`config.mk`:
```
export PLATFORM = sky130hd
export DESIGN_NAME = multiplexed_decimal_tube_scanner_flat
export DESIGN_NICKNAME = d
export VERILOG_FILES = /design/src/hw/rtl/mdts_pkg.sv /design/src/hw/rtl/mdts_if.sv /design/src/hw/rtl/mdts_front.sv /design/src/hw/rtl/mdts_queue.sv /design/src/hw/rtl/mdts_back.sv /design/src/hw/rtl/multiplexed_decimal_tube_scanner.sv /design/src/flat_wrapper.sv
export SDC_FILE = /design/constraint.sdc
export NUM_CORES = 2
export LEC_CHECK = 0
export BUFFER_PORTS_ARGS = -buffer_cell sky130_fd_sc_hd__buf_2
export CORE_MARGIN = 2
export CORE_UTILIZATION = 40
export DETAILED_ROUTE_END_ITERATION = 12
export GPL_TIMING_DRIVEN = 0
export PLACE_DENSITY = 0.58
export SLEW_MARGIN = 25
export SYNTH_ARGS = -nofsm -noshare
export SYNTH_HDL_FRONTEND = slang
export SYNTH_HIERARCHICAL = 1
export SYNTH_SLANG_ARGS = --single-unit
export TNS_END_PERCENT = 1
```
`constraint.sdc`:
```
create_clock -name clk -period 19.2 [get_ports clk]
set_input_delay 0.96 -clock clk [delete_from_list [all_inputs] [get_ports clk]]
set_output_delay 0.96 -clock clk [all_outputs]
set_load 0.05 [all_outputs]
```
`src/hw/rtl/mdts_pkg.sv`:
```
// Shared types and constants for the multiplexed decimal tube scanner.
// Depends on nothing; every other file refers to it by scoped names.
`timescale 1ns / 1ps

package mdts_pkg;

  localparam int VALUE_W  = 20;
  localparam int ENABLE_W = 6;
  localparam int NOW_W    = 32;
  localparam int CODE_W   = 4;
  localparam int SELECT_W = 6;
  localparam int TUBE_W   = 3;
  localparam int ON_TIME_W = 16;

  localparam logic [ON_TIME_W-1:0] ON_TIME_RESET = 16'd2;

  // APB map: on_time at byte address 0
  localparam int PADDR_W = 3;
  localparam logic REG_ON_TIME = 1'b0;

  // values above the six-digit range wrap once
  localparam logic [VALUE_W-1:0] VALUE_MOD = 20'd1000000;

  // q = (v * RECIP_M[k]) >> RECIP_S[k] equals v / 10^k, exact for any 20-bit v
  localparam int RECIP_W = 21;
  localparam int PROD_W  = VALUE_W + RECIP_W;
  localparam int SHIFT_W = 6;
  localparam int POW_N   = 7;

  localparam logic [RECIP_W-1:0] RECIP_M [POW_N] = '{
    21'd1, 21'd1677722, 21'd1342178, 21'd1073742,
    21'd1717987, 21'd1374390, 21'd1099512
  };
  localparam logic [SHIFT_W-1:0] RECIP_S [POW_N] = '{
    6'd0, 6'd24, 6'd27, 6'd30, 6'd34, 6'd37, 6'd40
  };

  typedef struct packed {
    logic [VALUE_W-1:0]  value;   // already reduced below 1000000
    logic [TUBE_W-1:0]   tube;
    logic [SELECT_W-1:0] select;
    logic                lit;
  } scan_item_t;

  function automatic logic [CODE_W-1:0] code_of_digit(input logic [3:0] digit);
    logic [CODE_W-1:0] code;
    unique case (digit)
      4'd0: code = 4'd1;
      4'd1: code = 4'd0;
      4'd2: code = 4'd9;
      4'd3: code = 4'd8;
      4'd4: code = 4'd7;
      4'd5: code = 4'd6;
      4'd6: code = 4'd5;
      4'd7: code = 4'd4;
      4'd8: code = 4'd3;
      4'd9: code = 4'd2;
      default: code = 4'd0;
    endcase
    return code;
  endfunction

endpackage

```
`src/hw/rtl/mdts_if.sv`:
```
// Valid/ready channel interfaces for scanner items and scanner results.
// Depends on mdts_pkg for field widths.
`timescale 1ns / 1ps

interface mdts_item_if;
  logic                          valid;
  logic                          ready;
  logic [mdts_pkg::VALUE_W-1:0]  display_value;
  logic [mdts_pkg::ENABLE_W-1:0] tube_enable;
  logic [mdts_pkg::NOW_W-1:0]    now_tick;

  modport source (output valid, display_value, tube_enable, now_tick, input ready);
  modport sink   (input valid, display_value, tube_enable, now_tick, output ready);
endinterface

interface mdts_result_if;
  logic                          valid;
  logic                          ready;
  logic [mdts_pkg::CODE_W-1:0]   digit_code;
  logic [mdts_pkg::SELECT_W-1:0] tube_select;
  logic                          lit;

  modport source (output valid, digit_code, tube_select, lit, input ready);
  modport sink   (input valid, digit_code, tube_select, lit, output ready);
endinterface

```
`src/hw/rtl/mdts_front.sv`:
```
// Front end: scan phase / tube state machine updated on every accepted item.
// Depends on mdts_pkg; emits one scan_item_t per transfer into the queue.
`timescale 1ns / 1ps

module mdts_front #(
  parameter int NUM_TUBES  = 6,
  parameter int TICK_WIDTH = 32
) (
  input  logic                              clk,
  input  logic                              rst,
  input  logic                              accept,
  input  logic [mdts_pkg::VALUE_W-1:0]      display_value,
  input  logic [mdts_pkg::ENABLE_W-1:0]     tube_enable,
  input  logic [mdts_pkg::NOW_W-1:0]        now_tick,
  input  logic [mdts_pkg::ON_TIME_W-1:0]    on_time,
  output mdts_pkg::scan_item_t              entry
);

  localparam int CMP_W = (TICK_WIDTH > mdts_pkg::ON_TIME_W) ? TICK_WIDTH
                                                            : mdts_pkg::ON_TIME_W;
  localparam logic [mdts_pkg::TUBE_W-1:0] TUBE_LAST = mdts_pkg::TUBE_W'(NUM_TUBES - 1);

  logic                          scan_phase, scan_phase_next;
  logic [mdts_pkg::TUBE_W-1:0]   current_tube, current_tube_next;
  logic [TICK_WIDTH-1:0]         phase_start_time, phase_start_time_next;
  logic [TICK_WIDTH-1:0]         now_t;
  logic [TICK_WIDTH-1:0]         elapsed;
  logic                          expired;

  assign now_t   = now_tick[TICK_WIDTH-1:0];
  assign elapsed = now_t - phase_start_time;
  assign expired = CMP_W'(elapsed) > CMP_W'(on_time);

  always_comb begin
    scan_phase_next       = scan_phase;
    current_tube_next     = current_tube;
    phase_start_time_next = phase_start_time;
    if (scan_phase) begin
      if (expired) begin
        current_tube_next     = (current_tube == TUBE_LAST) ? '0 : current_tube + 1'b1;
        scan_phase_next       = 1'b0;
        phase_start_time_next = now_t;
      end
    end else begin
      scan_phase_next       = 1'b1;
      phase_start_time_next = now_t;
    end
  end

  always_ff @(posedge clk) begin
    if (rst) begin
      scan_phase       <= 1'b0;
      current_tube     <= '0;
      phase_start_time <= '0;
    end else if (accept) begin
      scan_phase       <= scan_phase_next;
      current_tube     <= current_tube_next;
      phase_start_time <= phase_start_time_next;
    end
  end

  always_comb begin
    entry.value  = (display_value >= mdts_pkg::VALUE_MOD) ?
                   display_value - mdts_pkg::VALUE_MOD : display_value;
    entry.tube   = current_tube_next;
    entry.lit    = scan_phase_next;
    entry.select = '0;
    if (scan_phase_next && tube_enable[current_tube_next])
      entry.select[current_tube_next] = 1'b1;
  end

endmodule

```
`src/hw/rtl/mdts_queue.sv`:
```
// Two-entry queue between the scan front end and the digit back end.
// Depends on mdts_pkg for the entry type.
`timescale 1ns / 1ps

module mdts_queue (
  input  logic                  clk,
  input  logic                  rst,
  input  logic                  push,
  input  mdts_pkg::scan_item_t  push_data,
  output logic                  full,
  input  logic                  pop,
  output logic                  not_empty,
  output mdts_pkg::scan_item_t  head
);

  localparam int DEPTH = 2;
  localparam int PTR_W = $clog2(DEPTH);

  mdts_pkg::scan_item_t mem [DEPTH];
  logic [PTR_W-1:0] wr_ptr, rd_ptr;
  logic [PTR_W:0]   count;

  assign full      = (count == (PTR_W + 1)'(DEPTH));
  assign not_empty = (count != '0);
  assign head      = mem[rd_ptr];

  always_ff @(posedge clk) begin
    if (push)
      mem[wr_ptr] <= push_data;
  end

  always_ff @(posedge clk) begin
    if (rst) begin
      wr_ptr <= '0;
      rd_ptr <= '0;
      count  <= '0;
    end else begin
      if (push)
        wr_ptr <= wr_ptr + 1'b1;
      if (pop)
        rd_ptr <= rd_ptr + 1'b1;
      count <= count + (PTR_W + 1)'(push) - (PTR_W + 1)'(pop);
    end
  end

endmodule

```
`src/hw/rtl/mdts_back.sv`:
```
// Back end: decimal digit extraction by reciprocal multiply, code lookup,
// held cathode code and the result register. Depends on mdts_pkg.
`timescale 1ns / 1ps

module mdts_back (
  input  logic                          clk,
  input  logic                          rst,
  input  logic                          head_valid,
  input  mdts_pkg::scan_item_t          head,
  output logic                          pop,
  output logic                          res_valid,
  input  logic                          res_ready,
  output logic [mdts_pkg::CODE_W-1:0]   digit_code,
  output logic [mdts_pkg::SELECT_W-1:0] tube_select,
  output logic                          lit
);

  logic advance;

  // multiply stage
  logic                          s1_valid;
  logic [mdts_pkg::PROD_W-1:0]   s1_prod_lo, s1_prod_hi;
  logic [mdts_pkg::SHIFT_W-1:0]  s1_shift_lo, s1_shift_hi;
  logic [mdts_pkg::SELECT_W-1:0] s1_select;
  logic                          s1_lit;

  logic [mdts_pkg::TUBE_W-1:0]   idx_hi;
  logic [mdts_pkg::PROD_W-1:0]   q_lo_full, q_hi_full;
  logic [mdts_pkg::VALUE_W-1:0]  q_lo, q_hi, rem;
  logic [mdts_pkg::CODE_W-1:0]   new_code;

  assign advance = !res_valid || res_ready;
  assign pop     = advance && head_valid;
  assign idx_hi  = head.tube + 1'b1;

  always_ff @(posedge clk) begin
    if (rst)
      s1_valid <= 1'b0;
    else if (advance)
      s1_valid <= head_valid;
  end

  always_ff @(posedge clk) begin
    if (pop) begin
      s1_prod_lo  <= mdts_pkg::PROD_W'(head.value) *
                     mdts_pkg::PROD_W'(mdts_pkg::RECIP_M[head.tube]);
      s1_prod_hi  <= mdts_pkg::PROD_W'(head.value) *
                     mdts_pkg::PROD_W'(mdts_pkg::RECIP_M[idx_hi]);
      s1_shift_lo <= mdts_pkg::RECIP_S[head.tube];
      s1_shift_hi <= mdts_pkg::RECIP_S[idx_hi];
      s1_select   <= head.select;
      s1_lit      <= head.lit;
    end
  end

  // digit = floor(v / 10^t) - 10 * floor(v / 10^(t+1))
  assign q_lo_full = s1_prod_lo >> s1_shift_lo;
  assign q_hi_full = s1_prod_hi >> s1_shift_hi;
  assign q_lo      = q_lo_full[mdts_pkg::VALUE_W-1:0];
  assign q_hi      = q_hi_full[mdts_pkg::VALUE_W-1:0];
  assign rem       = q_lo - ((q_hi << 3) + (q_hi << 1));
  assign new_code  = mdts_pkg::code_of_digit(rem[3:0]);

  always_ff @(posedge clk) begin
    if (rst) begin
      res_valid  <= 1'b0;
      digit_code <= '0;
    end else if (advance) begin
      res_valid <= s1_valid;
      if (s1_valid && s1_lit)
        digit_code <= new_code;   // blanking keeps the held code
    end
  end

  always_ff @(posedge clk) begin
    if (advance && s1_valid) begin
      tube_select <= s1_select;
      lit         <= s1_lit;
    end
  end

endmodule

```
`src/hw/rtl/multiplexed_decimal_tube_scanner.sv`:
```
// An item passes the queue, the multiply stage and the result register in turn.
// Throughput: one item per cycle while the queue has room; the phase/tube update in
// front end sets it; the two-entry queue absorbs result-side stalls until it fills.
// Reset (rst, synchronous): blanking phase, tube 0, start time 0, held code 0,
// on_time 2, queue and result register empty.
`timescale 1ns / 1ps

module multiplexed_decimal_tube_scanner #(
  parameter int NUM_TUBES  = 6,
  parameter int TICK_WIDTH = 32
) (
  input  logic                           clk,
  input  logic                           rst,
  input  logic                           psel,
  input  logic                           penable,
  input  logic                           pwrite,
  input  logic [mdts_pkg::PADDR_W-1:0]   paddr,
  input  logic [31:0]                    pwdata,
  output logic [31:0]                    prdata,
  output logic                           pready,
  mdts_item_if.sink                      item,
  mdts_result_if.source                  result
);

  logic [mdts_pkg::ON_TIME_W-1:0] on_time;
  logic                 accept;
  logic                 q_full, q_not_empty, q_pop;
  mdts_pkg::scan_item_t entry, q_head;

  assign pready = 1'b1;
  assign prdata = (paddr[2] == mdts_pkg::REG_ON_TIME) ? 32'(on_time) : 32'd0;

  always_ff @(posedge clk) begin
    if (rst)
      on_time <= mdts_pkg::ON_TIME_RESET;
    else if (psel && penable && pwrite && pready && paddr[2] == mdts_pkg::REG_ON_TIME)
      on_time <= pwdata[mdts_pkg::ON_TIME_W-1:0];
  end

  assign item.ready = !q_full;
  assign accept     = item.valid && item.ready;

  mdts_front #(
    .NUM_TUBES  (NUM_TUBES),
    .TICK_WIDTH (TICK_WIDTH)
  ) u_front (
    .clk           (clk),
    .rst           (rst),
    .accept        (accept),
    .display_value (item.display_value),
    .tube_enable   (item.tube_enable),
    .now_tick      (item.now_tick),
    .on_time       (on_time),
    .entry         (entry)
  );

  mdts_queue u_queue (
    .clk       (clk),
    .rst       (rst),
    .push      (accept),
    .push_data (entry),
    .full      (q_full),
    .pop       (q_pop),
    .not_empty (q_not_empty),
    .head      (q_head)
  );

  mdts_back u_back (
    .clk         (clk),
    .rst         (rst),
    .head_valid  (q_not_empty),
    .head        (q_head),
    .pop         (q_pop),
    .res_valid   (result.valid),
    .res_ready   (result.ready),
    .digit_code  (result.digit_code),
    .tube_select (result.tube_select),
    .lit         (result.lit)
  );

endmodule

```
`src/flat_wrapper.sv`:
```
// flat-port wrapper written by rule: the top's interface ports become plain ports
module multiplexed_decimal_tube_scanner_flat 
#(
  parameter int NUM_TUBES  = 6,
  parameter int TICK_WIDTH = 32
)
  (clk, rst, psel, penable, pwrite, paddr, pwdata, prdata, pready, item_valid, item_display_value, item_tube_enable, item_now_tick, item_ready, result_valid, result_digit_code, result_tube_select, result_lit, result_ready);
  mdts_item_if item_i ();
  mdts_result_if result_i ();
  input  logic clk;
  input  logic rst;
  input  logic psel;
  input  logic penable;
  input  logic pwrite;
  input  logic [mdts_pkg::PADDR_W-1:0] paddr;
  input  logic [31:0] pwdata;
  output logic [31:0] prdata;
  output logic pready;
  input wire logic [$bits(item_i.valid)-1:0] item_valid;
  input wire logic [$bits(item_i.display_value)-1:0] item_display_value;
  input wire logic [$bits(item_i.tube_enable)-1:0] item_tube_enable;
  input wire logic [$bits(item_i.now_tick)-1:0] item_now_tick;
  output wire logic [$bits(item_i.ready)-1:0] item_ready;
  output wire logic [$bits(result_i.valid)-1:0] result_valid;
  output wire logic [$bits(result_i.digit_code)-1:0] result_digit_code;
  output wire logic [$bits(result_i.tube_select)-1:0] result_tube_select;
  output wire logic [$bits(result_i.lit)-1:0] result_lit;
  input wire logic [$bits(result_i.ready)-1:0] result_ready;
  assign item_i.valid = item_valid;
  assign item_i.display_value = item_display_value;
  assign item_i.tube_enable = item_tube_enable;
  assign item_i.now_tick = item_now_tick;
  assign item_ready = item_i.ready;
  assign result_valid = result_i.valid;
  assign result_digit_code = result_i.digit_code;
  assign result_tube_select = result_i.tube_select;
  assign result_lit = result_i.lit;
  assign result_i.ready = result_ready;
  multiplexed_decimal_tube_scanner #(.NUM_TUBES(NUM_TUBES), .TICK_WIDTH(TICK_WIDTH)) u_core (.clk(clk), .rst(rst), .psel(psel), .penable(penable), .pwrite(pwrite), .paddr(paddr), .pwdata(pwdata), .prdata(prdata), .pready(pready), .item(item_i), .result(result_i));
endmodule
```
==> reports/results.txt <==
Met2 WL post-DR - 57620 um
Worst min path class - reg2reg
DRC errors left - 0
CP most frequent cell - fa_1
Most frequent cells in the layout - 909 x inv_1, 677 x fa_1, 455 x nand2_1, 367 x ha_1, 260 x and2_1
Crit end category - flip-flop
Share of cells above drive strength 1 - 0.07613
Met3 wire length - 14040 um
Post-Synth Adder-Cell Area - 0.4340
Setup TNS - 0 ns
Final WL - 136000 um
Num rows - 118
Compound-Gate Fraction of Synth Area - 0.07152
Final Setup Violations - 0
Global Route Usage Sum - 0.2561
Synth async-reset ratio - 0
Clock Tree Buf Depth - 3
Worst path depth - 31
Slew HR - 0.1758
H-tree lvl count - 1
Least-Margin Pin Slew - 1.236 ns
Mapped Cells - 4393
Worst Skew - 0.02150 ns
Seq cells post-synth - 231
Req. time, crit path - 19.50 ns
Critical Path Sink - u_core/u_back/s1_prod_hi[37]$_DFFE_PP_
TritonCTS Buffers - 27
Core Area - 0.1036 mm2
PortBufs - 110
Main flop type after synthesis - edfxtp_1
Initial DRC count - 2758
Final Cycle Share - 0.5924
Worst-Skew Late Latency - 0.59 ns
R2R cell count - 31
Area Overhead vs Synth - 8.026%
Worst path buffer plus inverter count - 10
Startpoint Class - flip-flop
Avg Inst Size Synth - 9.517 um2
Largest family of logic cells by synthesized area - adder cells
First-pass GRT wire length - 204300 um
Root Driver - clkbuf_16
Reg clk slew, reported paths - 0.06 ns
Crit path max fanout - 10
Post-Syn Area - 0.04181 mm2
Fin nets - 5695
DP HPWL - 112900 um
Status - complete, no violations
Avg WL per Cell - 22.82 um
R2R setup slack - 7.83 ns
Commonest non-fill, non-tap cell in the layout - inv_1
Critical path's slowest cell - clkbuf_1
Mux contribution to synthesized area - 0.06389
Top Ports - 146
Cell variety after synth - 100
Initial Util - 0.4034
Total grt overflow - 0
Worst Path Arrival - 11.67 ns
Pins Over Slew Limit - 0
CTS tree - yes
Drt via density - 5.248
Slowest cell delay on critical path - 0.76 ns
Xor and xnor fraction of the mapped netlist area - 0.02226
Met1 WL - 57360 um
Vias - 31270
Hold buffer count at CTS - 0
Top Metal Used - met5
Gp weighted congestion - 0.9871
Die width - 327.3 um
RSZ-0062 raised after global routing - false
Ys Warns - 6
Max cap viols - 0
Buffers inserted during post-CTS setup optimization - 0
CTS sink cnt - 231
Sequential-to-total area share from yosys stat - 0.1508
Drt pass-1 iters - 5
Achievable clock frequency - 0.08792 GHz
Initial antenna violation count - 5
# resized after CTS - 0
Fin crit period - 11.37 ns
Post-synth EDFFs - 168
Hold-critical path depth - 0
Top delay family on crit path - adder cells
Fraction of the mapped netlist area in simple logic gates - 0.1489
Critical path class - reg2reg
R2R Path End - u_core/u_back/s1_prod_hi[37]$_DFFE_PP_
Vias in the first global route - 32260
Hold Vio Cnt, Final - 0
Largest net degree at the start of global routing - 49
Die area - 0.1071 mm2
Chip height - 327.3 um
Final ANT Viol Nets - 0
layer usage:
layer / global-route usage / up-vias
met5: 0 / -
met4: 0.1099 / 2
met3: 0.06806 / 318
met2: 0.3853 / 1479
met1: 0.3481 / 15320
li1: - / 14150
state kept, by name (all words and copies together), names as in the netlist, 3 cells and up, named ones only:
signal                           count
u_core/u_back/tube_select            6
u_core/u_queue/mem                  60
u_core/u_back/s1_prod_hi            41
u_core/on_time                      16
u_core/u_front/phase_start_time     32
u_core/u_back/s1_prod_lo            41
u_core/u_back/digit_code             4
u_core/u_back/s1_select              6
u_core/u_back/s1_shift_hi            6
u_core/u_back/s1_shift_lo            6
u_core/u_front/current_tube          3
worst min path at each step:
stage | start | endpoint | slack (ns)
6_report | u_core/u_back/s1_select[4]$_DFFE_PP_ | u_core/u_back/tube_select[4]$_DFFE_PP_ | 0.43
2_1_floorplan | u_core/u_back/s1_select[0]$_DFFE_PP_ | u_core/u_back/tube_select[0]$_DFFE_PP_ | 0.40
3_5_place_dp | u_core/u_back/s1_select[0]$_DFFE_PP_ | u_core/u_back/tube_select[0]$_DFFE_PP_ | 0.41
4_1_cts | u_core/u_back/s1_select[0]$_DFFE_PP_ | u_core/u_back/tube_select[0]$_DFFE_PP_ | 0.43
5_1_grt | u_core/u_back/s1_select[4]$_DFFE_PP_ | u_core/u_back/tube_select[4]$_DFFE_PP_ | 0.43
3_3_place_gp | u_core/u_back/s1_select[4]$_DFFE_PP_ | u_core/u_back/tube_select[4]$_DFFE_PP_ | 0.41
stage by stage:
stage / instances / hold slack, ns / utilization / worst slack [ns] / cell area (um2)
after global placement: 5898 / 0.4062 / 0.4259 / 8.184 / 44140
after global routing: 5951 / 0.4284 / 0.4356 / 7.347 / 45150
final: 5958 / 0.4255 / 0.4358 / 7.826 / 45170
after detailed placement: 5901 / 0.4055 / 0.4268 / 8.096 / 44240
after CTS: 5950 / 0.4279 / 0.4355 / 8.036 / 45130
after floorplan: 4408 / 0.4003 / - / 10.42 / 41870
synth_stat cells (8+ instances only):
library cell,instances,area [um2]
inv_1,909,3412
fa_1,677,13550
nand2_1,455,1708
ha_1,367,4592
and2_1,262,1639
edfxtp_1,168,5045
clkbuf_1,167,626.9
nor2_1,132,495.5
a21oi_1,125,625.6
nand2b_1,124,775.7
mux2i_1,103,1031
o21ai_0,89,445.4
xnor2_1,72,630.6
dfxtp_1,63,1261
nand3_1,57,285.3
a21o_1,48,360.4
nor2b_1,45,281.5
and3_1,42,262.8
mux4_2,42,945.9
nor3_1,32,160.2
mux2_4,30,450.4
buf_4,29,217.7
xor2_1,29,254.0
o211ai_1,21,157.7
o21a_1,20,150.1
a31oi_1,18,112.6
a211oi_1,15,112.6
o21bai_1,15,112.6
nand4_1,12,75.07
or2_2,12,75.07
buf_6,11,123.9
a21oi_2,9,78.83
buf_1,9,33.78
mux2_2,9,101.4
a21boi_0,8,60.06
nor4_1,8,50.05
cell type report:
class                           instances  area (um2)
Fill cell                           10280       58480
Multi-Input combinational cell       3039       31040
Sequential cell                       231        6306
Inverter                              912        3428
Tap cell                             1380        1727
Buffer                                226        1114
Clock buffer                           36       739.5
Timing Repair Buffer                  114       636.9
Clock inverter                         13       157.7
Antenna cell                            7       17.52
logic make-up (layout without fill, tap and decap cells):
family	Yosys count	after routing
adders and majority gates	1044	1044
other	2	24
AOI/OAI and AO/OA	456	456
muxes	190	190
buffers and inverters	1138	1301
DFF	231	231
and+or+nand+nor	1229	1229
xor gates and xnor gates	103	103
Power is not shown: default switching activity piles up to over one toggle a cycle in this logic, so the estimate is an artifact.
